==> config.mk <==
export PLATFORM = sky130hd
export DESIGN_NAME = velocity_acceleration_differencer
export DESIGN_NICKNAME = d
export VERILOG_FILES = /design/src/rtl/core/vad_pkg.sv /design/src/rtl/core/velocity_acceleration_differencer.sv
export VERILOG_INCLUDE_DIRS = /design/src /design/src/rtl/core
export SDC_FILE = /design/constraint.sdc
export NUM_CORES = 1
export LEC_CHECK = 0
export ABC_AREA = 1
export BUFFER_PORTS_ARGS = -buffer_cell sky130_fd_sc_hd__buf_2
export CAP_MARGIN = 20
export CORE_AREA = 3 3 226 228
export DETAILED_ROUTE_END_ITERATION = 7
export DIE_AREA = 0 0 229 231
export PLACE_DENSITY_LB_ADDON = 0.1
export SETUP_SLACK_MARGIN = 0.5
export SLEW_MARGIN = 20
export SYNTH_ARGS = -nofsm -noshare
export SYNTH_HDL_FRONTEND = slang
export SYNTH_SLANG_ARGS = --single-unit
==> constraint.sdc <==
create_clock -name i_clk -period 15.3 [get_ports i_clk]
set_clock_uncertainty 0.05 [all_clocks]
set_input_delay 1.53 -clock i_clk [delete_from_list [all_inputs] [get_ports i_clk]]
set_output_delay 1.53 -clock i_clk [all_outputs]
set_load 0.1 [all_outputs]
==> src/rtl/core/velocity_acceleration_differencer_assert.svh <==
// assertion macros shared by the rtl
`ifndef VELOCITY_ACCELERATION_DIFFERENCER_ASSERT_SVH
`define VELOCITY_ACCELERATION_DIFFERENCER_ASSERT_SVH

// same-cycle implication, off during reset
`define VAD_ASSERT_NOW(lbl, clk, rst_n, ante, cons, msg) \
    lbl: assert property (@(posedge clk) disable iff (!(rst_n)) (ante) |-> (cons)) \
        else $error(msg);

// next-cycle implication, off during reset
`define VAD_ASSERT_NEXT(lbl, clk, rst_n, ante, cons, msg) \
    lbl: assert property (@(posedge clk) disable iff (!(rst_n)) (ante) |=> (cons)) \
        else $error(msg);

`endif

==> src/rtl/core/vad_pkg.sv <==
package vad_pkg;

    localparam int DATA_WIDTH_DEF    = 32;
    localparam int FRACTION_BITS_DEF = 16;

    typedef enum logic [2:0] {
        S_IDLE,
        S_DIFF,
        S_LOAD,
        S_DIV,
        S_FIN,
        S_ANUM,
        S_DONE
    } t_state;

endpackage

==> src/rtl/core/velocity_acceleration_differencer.sv <==
// channel  | dir | tdata (low bit up)                 | tuser
// s_axis   | in  | sample_time, sample_position, pad  | -
// m_axis   | out | velocity, acceleration, pad        | saturated
//
// one sample at a time; a sample with a previous sample and nonzero time step
// is divided twice, for velocity and then acceleration, by the restoring
// divider that produces one quotient bit per cycle;
// other samples skip the divider
// i_rst_n is synchronous, active low, and clears the sample history
// the result register frees the input side; a stalled m_axis holds the
// finished sample in its last state until the result register empties
module velocity_acceleration_differencer
    import vad_pkg::*;
#(
    parameter int DATA_WIDTH    = DATA_WIDTH_DEF,
    parameter int FRACTION_BITS = FRACTION_BITS_DEF,
    localparam int TDW          = ((2 * DATA_WIDTH + 7) / 8) * 8
) (
    input  logic           i_clk,
    input  logic           i_rst_n,
    input  logic           i_s_axis_tvalid,
    output logic           o_s_axis_tready,
    input  logic [TDW-1:0] i_s_axis_tdata,   // sample_time, sample_position, zero pad
    output logic           o_m_axis_tvalid,
    input  logic           i_m_axis_tready,
    output logic [TDW-1:0] o_m_axis_tdata,   // velocity, acceleration, zero pad
    output logic           o_m_axis_tuser    // saturated
);

    localparam int DW  = DATA_WIDTH;
    localparam int NW  = DW + 1 + FRACTION_BITS;
    localparam int CW  = (NW > 1) ? $clog2(NW) : 1;

    t_state r_state, n_state;

    logic [DW-1:0]  r_time, r_pos;
    logic [DW-1:0]  r_prev_time, r_prev_pos, r_prev_vel;
    logic           r_have_prev;
    logic [DW:0]    r_dt, r_num;
    logic [NW-1:0]  r_dvd;
    logic [DW:0]    r_den;
    logic [DW+1:0]  r_rem;
    logic [DW-1:0]  r_quo;
    logic           r_big, r_neg, r_phase;
    logic [CW-1:0]  r_cnt;
    logic [DW-1:0]  r_vel, r_acc;
    logic           r_sat;

    logic           r_out_valid;
    logic [DW-1:0]  r_out_vel, r_out_acc;
    logic           r_out_sat;

    logic           in_accept, out_free, skip;
    logic [DW:0]    num_mag, dt_mag;
    logic [DW+1:0]  rem_shift;
    logic           rem_ge;
    logic           over;
    logic [DW-1:0]  limit, quo_mag, quo_res;

    // next state
    always_comb begin
        n_state = r_state;
        unique case (r_state)
            S_IDLE: begin
                if (in_accept) n_state = S_DIFF;
            end
            S_DIFF: n_state = S_LOAD;
            S_LOAD: begin
                if (!r_phase && skip) n_state = S_DONE;
                else                  n_state = S_DIV;
            end
            S_DIV: begin
                if (r_cnt == '0) n_state = S_FIN;
            end
            S_FIN: begin
                if (r_phase) n_state = S_DONE;
                else         n_state = S_ANUM;
            end
            S_ANUM: n_state = S_LOAD;
            S_DONE: begin
                if (out_free) n_state = S_IDLE;
            end
            default: n_state = S_IDLE;
        endcase
    end

    // state outputs
    always_comb begin
        o_s_axis_tready = 1'b0;
        unique case (r_state)
            S_IDLE:  o_s_axis_tready = 1'b1;
            default: o_s_axis_tready = 1'b0;
        endcase
    end

    assign in_accept = i_s_axis_tvalid && o_s_axis_tready;
    assign out_free  = !r_out_valid || i_m_axis_tready;
    assign skip      = !r_have_prev || (r_dt == '0);

    assign num_mag   = r_num[DW] ? (~r_num + 1'b1) : r_num;
    assign dt_mag    = r_dt[DW] ? (~r_dt + 1'b1) : r_dt;

    assign rem_shift = {r_rem[DW:0], r_dvd[NW-1]};
    assign rem_ge    = rem_shift >= {1'b0, r_den};

    assign limit   = r_neg ? {1'b1, {(DW-1){1'b0}}} : {1'b0, {(DW-1){1'b1}}};
    assign over    = r_big || (r_quo[DW-1] && (!r_neg || (|r_quo[DW-2:0])));
    assign quo_mag = over ? limit : r_quo;
    assign quo_res = r_neg ? (~quo_mag + 1'b1) : quo_mag;

    always_ff @(posedge i_clk) begin
        if (!i_rst_n) begin
            r_state     <= S_IDLE;
            r_have_prev <= 1'b0;
            r_prev_time <= '0;
            r_prev_pos  <= '0;
            r_prev_vel  <= '0;
            r_out_valid <= 1'b0;
        end else begin
            r_state <= n_state;
            if (r_state == S_DONE && out_free) begin
                r_prev_time <= r_time;
                r_prev_pos  <= r_pos;
                r_prev_vel  <= r_vel;
                r_have_prev <= 1'b1;
                r_out_valid <= 1'b1;
            end else if (i_m_axis_tready) begin
                r_out_valid <= 1'b0;
            end
        end
    end

    // datapath
    always_ff @(posedge i_clk) begin
        if (in_accept) begin
            r_time <= i_s_axis_tdata[DW-1:0];
            r_pos  <= i_s_axis_tdata[2*DW-1:DW];
        end
        unique case (r_state)
            S_DIFF: begin
                r_dt    <= {r_time[DW-1], r_time} - {r_prev_time[DW-1], r_prev_time};
                r_num   <= {r_pos[DW-1], r_pos} - {r_prev_pos[DW-1], r_prev_pos};
                r_vel   <= '0;
                r_acc   <= '0;
                r_sat   <= 1'b0;
                r_phase <= 1'b0;
            end
            S_LOAD: begin
                r_dvd <= NW'(num_mag) << FRACTION_BITS;
                r_den <= dt_mag;
                r_neg <= r_num[DW] ^ r_dt[DW];
                r_rem <= '0;
                r_quo <= '0;
                r_big <= 1'b0;
                r_cnt <= CW'(NW - 1);
            end
            S_DIV: begin
                r_dvd <= r_dvd << 1;
                r_rem <= rem_ge ? (rem_shift - {1'b0, r_den}) : rem_shift;
                r_quo <= {r_quo[DW-2:0], rem_ge};
                r_big <= r_big | r_quo[DW-1];
                r_cnt <= r_cnt - 1'b1;
            end
            S_FIN: begin
                r_sat <= r_sat | over;
                if (r_phase) r_acc <= quo_res;
                else         r_vel <= quo_res;
            end
            S_ANUM: begin
                r_num   <= {r_vel[DW-1], r_vel} - {r_prev_vel[DW-1], r_prev_vel};
                r_phase <= 1'b1;
            end
            S_DONE: begin
                if (out_free) begin
                    r_out_vel <= r_vel;
                    r_out_acc <= r_acc;
                    r_out_sat <= r_sat;
                end
            end
            default: ;
        endcase
    end

    assign o_m_axis_tvalid = r_out_valid;
    assign o_m_axis_tuser  = r_out_sat;

    generate
        if (TDW > 2 * DW) begin : g_pad
            assign o_m_axis_tdata = {{(TDW - 2 * DW){1'b0}}, r_out_acc, r_out_vel};
        end else begin : g_nopad
            assign o_m_axis_tdata = {r_out_acc, r_out_vel};
        end
    endgenerate

    `include "velocity_acceleration_differencer_assert.svh"

    `VAD_ASSERT_NEXT(a_accept_diff, i_clk, i_rst_n, in_accept, r_state == S_DIFF, "accept did not start differencing")
    `VAD_ASSERT_NOW(a_rem_below_den, i_clk, i_rst_n, r_state == S_DIV, r_rem < {1'b0, r_den}, "remainder not below divisor")
    `VAD_ASSERT_NEXT(a_div_ends, i_clk, i_rst_n, (r_state == S_DIV) && (r_cnt == '0), r_state == S_FIN, "division did not finish")
    `VAD_ASSERT_NOW(a_out_from_done, i_clk, i_rst_n, $rose(r_out_valid), $past(r_state) == S_DONE, "result shown outside done")

endmodule
---- Word-level counts from Yosys, hierarchy flattened ----
Index checks and enable logic that the tools add are counted.
word-level totals
  register bits ........................... 517
  word-level logic and storage cells ...... 103
  input bits .............................. 68
  output and inout bits ................... 67
cells by class
  equal/unequal tests ..................... 11
  order comparisons ....................... 1
  bitwise logic cells ..................... 6
  reductions and logical operators ........ 25
  $add $sub $neg .......................... 8
  mux-type cells .......................... 27
operators with widths
  kind                                           number
  two-way mux 32 bit                             6
  case mux 32 bit (2 select lines)               3
  case mux 33 bit (2 select lines)               2
  subtractor 32 x 32 -> 33 bit                   3
  case mux 49 bit (2 select lines)               1
  adder 33 x 1 -> 33 bit, second input constant  2
  two-way mux 33 bit                             2
  inverter 33 bit                                2
  greater-or-equal comparator 34 x 33 -> 1 bit   1
  logical NOT 33 bit                             1
  subtractor 33 bit                              1
  adder 32 x 1 -> 32 bit, second input constant  1
  inverter 32 bit                                1
  OR reduction 31 bit                            1
  case mux 3 bit (6 select lines)                1
  two-way mux 3 bit                              4
  case mux 6 bit (2 select lines)                1
  != test 2 bit, second input constant           5
  == test 3 bit, second input constant           3
  nonzero test 2 bit                             4
  == test 3 x 2 -> 1 bit, second input constant  2
  logical NOT 6 bit                              1
  case mux 1 bit (2 select lines)                3
  AND reduction 2 bit                            3
  12 further kinds                               24

---- Longest topological paths before layout ----
Gate-level depths: netlist of run 1.
  depth in word-level cells ............... 10
  depth in mapped cells ................... 22
  depth with buffers taken out ............ 20

---- Worst setup path after synthesis of run 1 ----
OpenSTA, ideal clock, no wires.
  kind .................................... reg2reg
  from .................................... reg r_state[1]
  to ...................................... reg r_state[2]
  path buffers ............................ 1
  arrival time ............................ 7.016 ns
  period minus slack after synthesis ...... 7.181 ns
  stages on the path, launching flop included .. 12
  slack ................................... 8.119 ns
  data required time ...................... 15.135 ns
  setup time .............................. 0.115 ns
  cell sequence ........................... dfxtp_1 -> inv_1 -> nor2_1 -> nand2_1 -> inv_1 -> buf_2 -> o31ai_1 -> o21ai_0 -> o21bai_1 -> a21oi_1 -> a31oi_1 -> nor2_1
on the way
  cells in the longest elaborated chain, start to end .. 5
  elaborated cells between the ends (all ways) .. 15
  those cells by class .................... eq/ne: 9; mux: 2; reduce/logical: 4
RTL lines
  element                               RTL line                                                                          text
  start, declared                       velocity_acceleration_differencer.sv:34                                           t_state r_state, n_state;
  start signal, assigned                velocity_acceleration_differencer.sv:120                                          r_state <= n_state;
  logical NOT 3 bit                     velocity_acceleration_differencer.sv:63, velocity_acceleration_differencer.sv:90
  two-way mux 1 bit                     velocity_acceleration_differencer.sv:90                                           unique case (r_state)
  logical AND 1 bit                     velocity_acceleration_differencer.sv:96                                           assign in_accept = i_s_axis_tvalid && o_s_axis_tready;
  != test 2 bit (no source line)        -
  AND reduction 3 bit (no source line)  -
Several ways; a longest one is shown, not always the timed one.
A chain may end at the register's enable or synchronous reset.

---- Worst setup path after layout of run 1 ----
  from .................................... reg r_dvd[48]
  to ...................................... reg r_rem[18], data pin
on the way
  cells in the longest elaborated chain, start to end .. 3
  elaborated cells between the ends (all ways) .. 4
  those cells by class .................... add/sub: 1; order compare: 1; mux: 2
RTL lines
  element                                                                            RTL line                                                                            text
  start, declared                                                                    velocity_acceleration_differencer.sv:40                                             logic [NW-1:0] r_dvd;
  start signal, assigned                                                             velocity_acceleration_differencer.sv:149                                            r_dvd <= NW'(num_mag) << FRACTION_BITS;
  start signal, assigned                                                             velocity_acceleration_differencer.sv:158                                            r_dvd <= r_dvd << 1;
  subtractor 33 bit or greater-or-equal comparator 34 x 33 -> 1 bit (tied branches)  velocity_acceleration_differencer.sv:159, velocity_acceleration_differencer.sv:104
  two-way mux 33 bit (*)                                                             velocity_acceleration_differencer.sv:159                                            r_rem <= rem_ge ? (rem_shift - {1'b0, r_den}) : rem_shift;
  case mux 33 bit (2 select lines) (*)                                               velocity_acceleration_differencer.sv:139                                            unique case (r_state)
  end signal, assigned                                                               velocity_acceleration_differencer.sv:159
  end, declared                                                                      velocity_acceleration_differencer.sv:42                                             logic [DW+1:0] r_rem;
Every way passes the cells marked *; elsewhere a longest branch is shown, timed or not.

==> flow_metrics.py, run 1 <==
metrics = {
    "synthesis": {
        "ys_seq_elements": 501,
        "avgSynthCellArea_um2": 8.79,
        "synth_nets": 3325,
        "ys_seq_area_share_pct": 51.2,
        "async_flop_share_pct": 0,
        "synth-edff-count": 400,
        "synth_top_area_share_pct": 43.8,
        "synthCells": 3118,
        "synth_largest_area_cell": "edfxtp_1",
        "ys_warn_count": 0,
        "synthFlopType": "edfxtp_1",
        "yosysUniqueCellTypes": 53,
        "synth_area_um2": 27400,
        "synth_area_leaders": "edfxtp_1 44%, dfxtp_1 7.4%, nand2_1 6.8%, ha_1 6.2%, o21ai_0 5.7%",
    },
    "clock_network": {
        "clockBufferDepth": 3,
        "hold_buffers": 0,
        "post_cts_buffers": 0,
        "cts_inserted_buffers": 53,
        "clk_latency_ns": 0.62,
        "cts_root_buf": "clkbuf_16",
        "cts_resized": 0,
        "clock_sinks": 501,
        "htreeDepth": 2,
        "cts_tree": "done",
        "clk_pin_slew_ns": 0.06,
    },
    "floorplan": {
        "fp.dieW_um": 229,
        "core_um2": 49100,
        "row_count": 81,
        "io_pins": 135,
        "dieArea_um2": 52900,
        "floorplan.initialDensity_pct": 55.9,
        "die_y_um": 231,
    },
    "global_route": {
        "grt-ovfl-total": 0,
        "grt_usage_pct": 26.3,
        "antenna_found_initial": 4,
        "grt_pass1_wl_mm": 111,
        "grt_pass1_vias": 20533,
        "grt_max_degree": 120,
    },
    "job": {
        "maxCapViolCount": 0,
    },
    "routing": {
        "drt_iter0_drc": 2035,
        "post_drt_wl_per_cell_um": 17.8,
        "drcViolationCount": 0,
        "vias": 22006,
        "viasPerCell": 5.55,
        "drtAntennaViolNets": 0,
        "drt-pass1-iter-count": 6,
        "wirelength_mm": 70.4,
    },
    "power_and_ir_drop": {
        "ir_drop_uv": 118,
        "power_mw": 5.85,
        "power.density_nw_per_um2": 191,
        "leakagePower_nw": 12.2,
    },
    "critical_path": {
        "cp.arrival_ns": 4.39,
        "crit_chain": "inv_1, ha_1, fa_1, o21ai_1, nand2_1, nand2_1, nand4_1, nand2_1, nand2_1, nand2_1, nand3_1, nand2_1, nand2_1, nand2_2, inv_1, a21oi_1, nor2_1",
        "critPathKind": "reg -> reg",
        "slowest_delay_ns": 0.62,
        "cpMostUsedCell": "nand2_1",
        "critical_path_buf_inv_count": 2,
        "startpoint_type": "flip-flop",
        "worstPathRequired_ns": 15.61,
        "crit_family": "simple AND/OR/NAND/NOR gates",
        "cp_slowest_cell": "inv_1",
        "critPathCaptureType": "flip-flop",
        "critPathMaxFanout": 45,
    },
    "timing": {
        "final-hold-violation-count": 0,
        "worst_slew_pin_slew_ns": 1.04,
        "finalSetupTns_ns": 0,
        "slew-limit-headroom_pct": 30.5,
        "clock.fmax_ghz": 0.245,
        "fin_crit_sh_pct": 26.7,
        "rsz0062_at_grt": "no",
        "slew_violations": 0,
        "period_needed_ns": 4.08,
        "setup_violations": 0,
    },
    "run_status": {
        "status": "finished clean",
    },
    "layout": {
        "fin_nets": 3459,
        "layout_commonest_cell": "nand2_1",
        "ff_latch_area_um2": 14000,
        "final_cell_mix": "498 x nand2_1, 411 x inv_1, 401 x nor2_1",
        "nFillCells": 4268,
        "final_core_util_pct": 62.3,
        "drive_gt1_share_pct": 8.22,
        "area_growth_pct": 11.4,
        "multi_input_area_um2": 11500,
    },
    "worst_hold_path": {
        "hold_class": "reg -> reg",
    },
    "place": {
        "dp_hpwl_mm": 51.9,
        "routabilityCongestion": 0.924,
        "portBuffers": 134,
    },
}
==> cell type report <==
cell class              instances  area share, %
clock buffers                  72           4.81
well taps                     664           2.72
diodes                          3         0.0246
flip-flops and latches        501           45.9
repair buffers                154           2.73
inverters                     419           5.16
clock inverters                27          0.917
multi-input cells            2123           37.7
==> worst reg2reg max path, cell delays in order (launching register included) <==
cell      delay [ns]
edfxtp_1        0.34
inv_1           0.05
ha_1            0.23
fa_1            0.42
o21ai_1         0.24
nand2_1         0.08
nand2_1         0.13
nand4_1         0.10
nand2_1         0.13
nand2_1         0.06
nand2_1         0.14
nand3_1         0.09
nand2_1         0.12
nand2_1         0.08
nand2_2         0.59
inv_1           0.63
a21oi_1         0.30
nor2_1          0.06
==> sequential cells by signal (all words and copies together) (netlist names), 3 cells and up <==
signal,count
r_dt,33
r_vel,32
r_dvd,33
r_state,3
r_prev_vel,32
r_cnt,6
r_quo,32
r_acc,32
r_out_vel,32
r_out_acc,32
r_rem,33
r_pos,32
r_den,33
r_num,33
r_prev_pos,32
r_prev_time,32
r_time,32
==> layer usage <==
metal	vias to the layer above	global-route usage, %	routed length, um
li1	10865	-	-
met1	10311	40.3	34500
met2	723	39.2	29800
met3	105	3.33	4380
met4	2	7.78	1690
met5	-	0	13
==> worst paths after layout <==
check                 startpoint                       to  slack, ns  cells past startpoint
min reg2reg  r_acc[17]$_DFFE_PP_  r_out_acc[17]$_DFFE_PP_       0.37                      0
max reg2reg  r_dvd[48]$_DFFE_PP_  r_rem[18]$_SDFFCE_PN0P_      11.22                     17
min          r_acc[17]$_DFFE_PP_  r_out_acc[17]$_DFFE_PP_       0.37                      0
max          r_dvd[48]$_DFFE_PP_  r_rem[18]$_SDFFCE_PN0P_      11.22                     17
==> per-stage QoR <==
step	cells	instance area, um^2	hold WS (ns)	worst slack (ns)
detailed placement	3860	28800	0.355	11.24
global placement	3860	28800	0.352	11.39
floorplan	3118	27400	0.350	8.12
CTS	3959	30500	0.369	11.21
finish	3963	30600	0.368	11.22
global route	3962	30600	0.368	10.89
==> power by group <==
part / leakage [nW] / total, mW / switching [mW] / internal, mW
Combinational: 6.83 / 2.33 / 1.61 / 0.723
Clock: 0.842 / 1.28 / 0.539 / 0.744
Sequential: 4.56 / 2.23 / 0.239 / 1.99
==> cell usage after synthesis, types with 3 or more instances <==
master and n:
o21ai_1 6, inv_1 413, xor2_1 78, buf_1 4, o21a_1 8, o21ai_0 312, o211ai_1 7, nor3_2 3
ha_1 135, xnor2_1 45, clkbuf_1 55, a31oi_1 38, edfxtp_1 400, dfxtp_1 101, nand2_1 498, a21oi_1 307
o21bai_1 17, buf_2 11, and2_1 4, or2_2 14, nand4_1 26, a21o_1 21, a21boi_0 11, clkinv_1 4
fa_1 4, nor3_1 39, buf_4 3, a211oi_1 3, o31ai_1 8, nand3b_1 4, nor4_1 17, nor2_1 407
nand3_1 78, a221oi_1 11
==> kinds of logic (layout without fill, tap and decap cells) <==
family / count (synthesis) / in the layout / synth area share [%]
adder cells (fa/ha/maj): 139 / 139 / 6.45
flip-flops: 501 / 501 / 51.2
AND/OR/NAND/NOR: 1102 / 1102 / 16.5
buffers and inverters: 494 / 672 / 6.91
multiplexers: 2 / 2 / 0.0730
XOR/XNOR: 123 / 123 / 3.93
other: 0 / 3 / 0
AO/OA/AOI/OAI: 757 / 757 / 15.0
No activity file was read; power rests on OpenSTA's default activity.
==> run 2: changes to the inputs <==
==> constraint.sdc (replaced) <==
create_clock -name i_clk -period 3.7 [get_ports i_clk]
set_clock_uncertainty 0.05 [all_clocks]
set_input_delay 0.37 -clock i_clk [delete_from_list [all_inputs] [get_ports i_clk]]
set_output_delay 0.37 -clock i_clk [all_outputs]
set_load 0.1 [all_outputs]
==> flow_metrics.py, run 2 (synthesis gave the netlist of run 1 again) <==
metrics = {
    "global_route": {
        "grt_pass1_vias": 20931,
        "grt_usage_pct": 26.5,
        "grt_max_degree": 116,
        "grt-ovfl-total": 0,
        "grt_pass1_wl_mm": 113,
        "antenna_found_initial": 0,
    },
    "critical_path": {
        "crit_chain": "inv_1, ha_1, fa_1, o21ai_2, nand2_1, nand2_1, nand4_1, nand2_2, nand2_1, nand2_1, nand3_1, nand2_1, nand2_1, nand2_4, clkinvlp_4, buf_4, a21oi_1, nor2_1",
        "worstPathRequired_ns": 3.99,
        "slowest_delay_ns": 0.43,
        "cp.arrival_ns": 3.33,
        "startpoint_type": "flip-flop",
        "critPathMaxFanout": 4,
        "reg2reg_depth": 18,
        "cpMostUsedCell": "nand2_1",
        "critPathCaptureType": "flip-flop",
        "critPathKind": "reg -> reg",
        "cp_slowest_cell": "fa_1",
    },
    "floorplan": {
        "floorplan.initialDensity_pct": 55.9,
        "core_um2": 49100,
        "io_pins": 135,
        "fp.dieW_um": 229,
        "die_y_um": 231,
        "row_count": 81,
        "dieArea_um2": 52900,
    },
    "clock_network": {
        "cts_tree": "done",
        "clk_pin_slew_ns": 0.06,
        "cts_inserted_buffers": 54,
        "clockBufferDepth": 3,
        "clock_sinks": 501,
        "cts_root_buf": "clkbuf_16",
        "clk_latency_ns": 0.61,
        "htreeDepth": 2,
    },
    "timing": {
        "slew-limit-headroom_pct": 30.0,
        "setup_violations": 0,
        "clock.fmax_ghz": 0.330,
        "fin_crit_sh_pct": 82.0,
        "worst_slew_pin_slew_ns": 1.05,
        "slew_violations": 0,
        "final-hold-violation-count": 0,
        "period_needed_ns": 3.03,
        "rsz0062_at_grt": "yes",
        "finalSetupTns_ns": 0,
    },
    "layout": {
        "drive_gt1_share_pct": 9.88,
        "final-instance-count-excl-fill": 4055,
        "fin_nets": 3553,
        "area_growth_pct": 15.1,
        "final_core_util_pct": 64.4,
        "design_area_um2": 31600,
        "antennaDiodeCount": 0,
        "layout_commonest_cell": "nand2_1",
        "final_cell_mix": "494 x nand2_1, 407 x inv_1, 400 x edfxtp_1",
    },
    "place": {
        "dp_hpwl_mm": 51.6,
        "dp_cells": 3874,
        "postPlaceCellArea_um2": 28900,
        "portBuffers": 134,
        "routabilityCongestion": 0.936,
    },
    "worst_hold_path": {
        "whs_path_depth": 3,
        "hold_class": "in -> reg",
    },
    "power_and_ir_drop": {
        "pwr-share-comb_pct": 40.4,
        "seqPwrFrac_pct": 37.5,
        "internal_power_mw": 14.6,
        "p_switching_mw": 9.94,
        "p_clk_share_pct": 22.1,
        "ir_drop_uv": 495,
        "leakagePower_nw": 12.7,
        "swShare_pct": 40.5,
        "power.density_nw_per_um2": 777,
    },
    "routing": {
        "post_drt_wl_per_cell_um": 17.6,
        "wirelength_mm": 71.3,
        "drcViolationCount": 0,
        "viasPerCell": 5.51,
        "drt-pass1-iter-count": 5,
        "drt_iter0_drc": 1886,
        "vias": 22331,
        "drtAntennaViolNets": 0,
    },
    "job": {
        "maxCapViolCount": 0,
    },
    "run_status": {
        "status": "finished clean",
    },
}
-- run 2: changes by cell type in the layout (fill, tap and decap cells not counted), sizes merged --
cell	previous run	this run
buf	154	182
bufinv	4	5
clkbuf	72	70
clkinvlp	4	7
diode	3	0
dlygate4sd3	0	64
inv	416	417
-- run 2: metal layers --
| metal | up-vias | track usage [%] | share of wire (%) |
|---|---|---|---|
| met1 | 10400 | 41.2 | 49 |
| met4 | 0 | 6.10 | 1.9 |
| met5 | - | 0 | 0 |
| met3 | 91 | 3.36 | 6.6 |
| li1 | 11067 | - | - |
| met2 | 773 | 39.8 | 43 |
-- run 2: timing repair --
action,CTS,global route
pin swaps,0,7
hold buffers,64,0
setup endpoints to repair,3,59
setup buffers,0,15
hold endpoints to repair,64,0
resized for setup,0,33
cloned,0,1
-- run 2: through the flow --
step	setup WS (ns)	hold WS (ns)	total power [mW]
2_1_floorplan	0.137	0.350	16.0
3_3_place_gp	0.508	0.350	18.7
3_5_place_dp	0.475	0.356	18.8
4_1_cts	0.460	0.0518	24.4
5_1_grt	0.443	0.0974	26.2
6_report	0.666	0.0991	24.5
-- run 2: final timing paths --
| check | from | end | slack, ns |
|---|---|---|---|
| worst max-delay path | r_dvd[48]$_DFFE_PP_ | r_rem[18]$_SDFFCE_PN0P_ | 0.67 |
| worst min-delay path | i_s_axis_tvalid | r_state[0]$_SDFFE_PN0P_ | 0.1 |
| worst max register to register | r_dvd[48]$_DFFE_PP_ | r_rem[18]$_SDFFCE_PN0P_ | 0.67 |
| worst min register to register | r_acc[0]$_DFFE_PP_ | r_out_acc[0]$_DFFE_PP_ | 0.37 |
-- run 2: cell type report --
cell class	count	area, um^2
clock inverters	31	327
flip-flops and latches	501	14000
fillers	4172	17500
well taps	664	831
clock buffers	70	1470
repair inverters	1	7.51
repair buffers	246	1690
inverters	419	1580
multi-input cells	2123	11600
-- run 2: worst max-delay path: cells and delay by family, from the launching register on --
kind	cells	cell delay (ns)
adders and majority gates	2	0.65
buffers and inverters	3	0.34
AOI/OAI and AO/OA	2	0.32
and+or+nand+nor	11	1.12
DFF	1	0.34
-- run 2: power by group through the flow --
stage          Sequential (mW)  Clock, mW  Combinational, mW
2_1_floorplan             9.03          0               6.93
3_3_place_gp              9.23          0               9.47
3_5_place_dp              9.24          0               9.55
4_1_cts                   9.17       5.55               9.66
5_1_grt                   9.34       5.77               11.1
6_report                  9.21       5.43               9.90
==> run 3: changes to the inputs <==
==> constraint.sdc (replaced) <==
create_clock -name i_clk -period 2.7 [get_ports i_clk]
set_clock_uncertainty 0.05 [all_clocks]
set_input_delay 0.27 -clock i_clk [delete_from_list [all_inputs] [get_ports i_clk]]
set_output_delay 0.27 -clock i_clk [all_outputs]
set_load 0.1 [all_outputs]
==> flow_metrics.py, run 3 (synthesis gave the netlist of run 1 again) <==
metrics = {
    "global_route": {
        "antenna_found_initial": 0,
        "grt_pass1_wl_mm": 129,
        "grt_pass1_vias": 23973,
        "grt_usage_pct": 30.5,
        "grt_max_degree": 121,
        "grt-ovfl-total": 0,
    },
    "critical_path": {
        "critPathKind": "reg -> reg",
        "critPathMaxFanout": 2,
        "worstPathRequired_ns": 3.01,
        "critPathCaptureType": "flip-flop",
        "cp.arrival_ns": 3.26,
        "startpoint_type": "flip-flop",
    },
    "power_and_ir_drop": {
        "power.density_nw_per_um2": 1110,
        "leakagePower_nw": 15.4,
        "ir_drop_uv": 767,
    },
    "timing": {
        "slew-limit-headroom_pct": 32.1,
        "worst_slew_pin_slew_ns": 1.02,
        "slew_violations": 0,
        "clock.fmax_ghz": 0.339,
        "fin_ws_ns": -0.253,
        "fin_crit_sh_pct": 109,
        "period_needed_ns": 2.95,
        "finalHoldWorstSlack_ns": 0.124,
        "setup_violations": 82,
        "final-hold-violation-count": 0,
        "rsz0062_at_grt": "yes",
    },
    "routing": {
        "drtAntennaViolNets": 0,
        "drt_iter0_drc": 2380,
        "vias": 25290,
        "drt-pass1-iter-count": 6,
        "drcViolationCount": 0,
        "viasPerCell": 5.70,
        "wirelength_mm": 87.5,
        "post_drt_wl_per_cell_um": 19.7,
    },
    "clock_network": {
        "clk_latency_ns": 0.63,
        "cts_tree": "done",
        "clockBufferDepth": 3,
        "clk_pin_slew_ns": 0.07,
        "clock_sinks": 501,
        "cts_inserted_buffers": 53,
        "cts_root_buf": "clkbuf_16",
        "htreeDepth": 2,
    },
    "place": {
        "dp_hpwl_mm": 54.9,
        "portBuffers": 134,
        "dp_cells": 4085,
        "postPlaceCellArea_um2": 30600,
        "routabilityCongestion": 0.944,
        "dpl_worst_slack_ns": -0.327,
    },
    "layout": {
        "final-instance-count-excl-fill": 4438,
        "drive_gt1_share_pct": 35.0,
        "layout_commonest_cell": "edfxtp_1",
        "antennaDiodeCount": 0,
        "design_area_um2": 38900,
        "final_core_util_pct": 79.3,
        "fin_nets": 3936,
        "area_growth_pct": 41.9,
        "final_cell_mix": "400 x edfxtp_1, 372 x inv_1, 361 x nand2_1",
    },
    "run_status": {
        "violations": "negative setup slack",
        "status": "complete, but fails checks",
    },
    "floorplan": {
        "floorplan.initialDensity_pct": 55.9,
        "die_y_um": 231,
        "io_pins": 135,
        "dieArea_um2": 52900,
        "fp.dieW_um": 229,
        "core_um2": 49100,
        "row_count": 81,
    },
    "worst_hold_path": {
        "hold_class": "in -> reg",
    },
    "job": {
        "maxCapViolCount": 0,
    },
}
[run 3: changes by cell type in the layout (fill, tap and decap cells not counted), sizes merged, moves of 2 or more]
cell | before | now
buf | 182 | 564
clkinv | 22 | 18
clkinvlp | 7 | 5
dlygate4sd3 | 64 | 66
inv | 417 | 419
[run 3: area by class of cell]
class                      count  area (um^2)
timing repair buffer         630         5180
sequential                   501        14000
tap                          664          831
clock inverter                29          352
inverter                     419         1600
fill                        3099        10100
multi-input combinational   2124        15400
clock buffer                  71         1530
[run 3: power by group]
part / internal [mW] / switching, mW / total (mW)
clock network: 4.58 / 3.22 / 7.80
registers: 11.3 / 1.46 / 12.8
logic: 9.33 / 13.2 / 22.6
[run 3: metal layers]
layer  global-route usage [%]  part of all wire (%)
met1                     43.8                    43
met2                     47.6                    45
met3                     4.48                   7.5
met4                     10.5                   3.8
met5                        0                     0
[run 3: through the flow]
stage / TNS (ns) / power [mW]
after floorplan: -134.79 / 21.9
after global placement: -0.998 / 27.3
after detailed placement: -3.04 / 27.5
after CTS: -0.521 / 39.6
after global routing: -16.19 / 45.3
final: -6.41 / 43.1
[run 3: critical path, cell delays in order, from the launching register on]
cell and delay (ns):
edfxtp_1 0.44, inv_2 0.11, ha_4 0.14, inv_4 0.04, nor3_4 0.21, nand3_2 0.13, buf_4 0.16, buf_6 0.10
buf_6 0.10, buf_6 0.11, buf_6 0.11, buf_6 0.11, buf_6 0.11, buf_6 0.11, buf_6 0.10, buf_6 0.10
buf_6 0.11, buf_6 0.11, buf_6 0.11, nand2_4 0.05, xor2_2 0.06
[run 3: repair_timing]
item                                    CTS  global route
pin swaps                               182           241
endpoints found under the setup margin  172           279
hold buffers                             66             0
hold endpoints to repair                 66             0
cloned                                    8             0
buffers inserted                         96            83
gates resized for setup                 610           459
[run 3: final timing paths]
kind / start / end / slack [ns] / cells after the start
max: r_dt[0]$_DFFE_PP_ / r_den[6]$_DFFE_PP_ / -0.25 / 20
min reg2reg: r_acc[20]$_DFFE_PP_ / r_out_acc[20]$_DFFE_PP_ / 0.37 / 0
max reg2reg: r_dt[0]$_DFFE_PP_ / r_den[6]$_DFFE_PP_ / -0.25 / 20
min: i_rst_n / r_prev_time[8]$_SDFFE_PN0P_ / 0.12 / 3
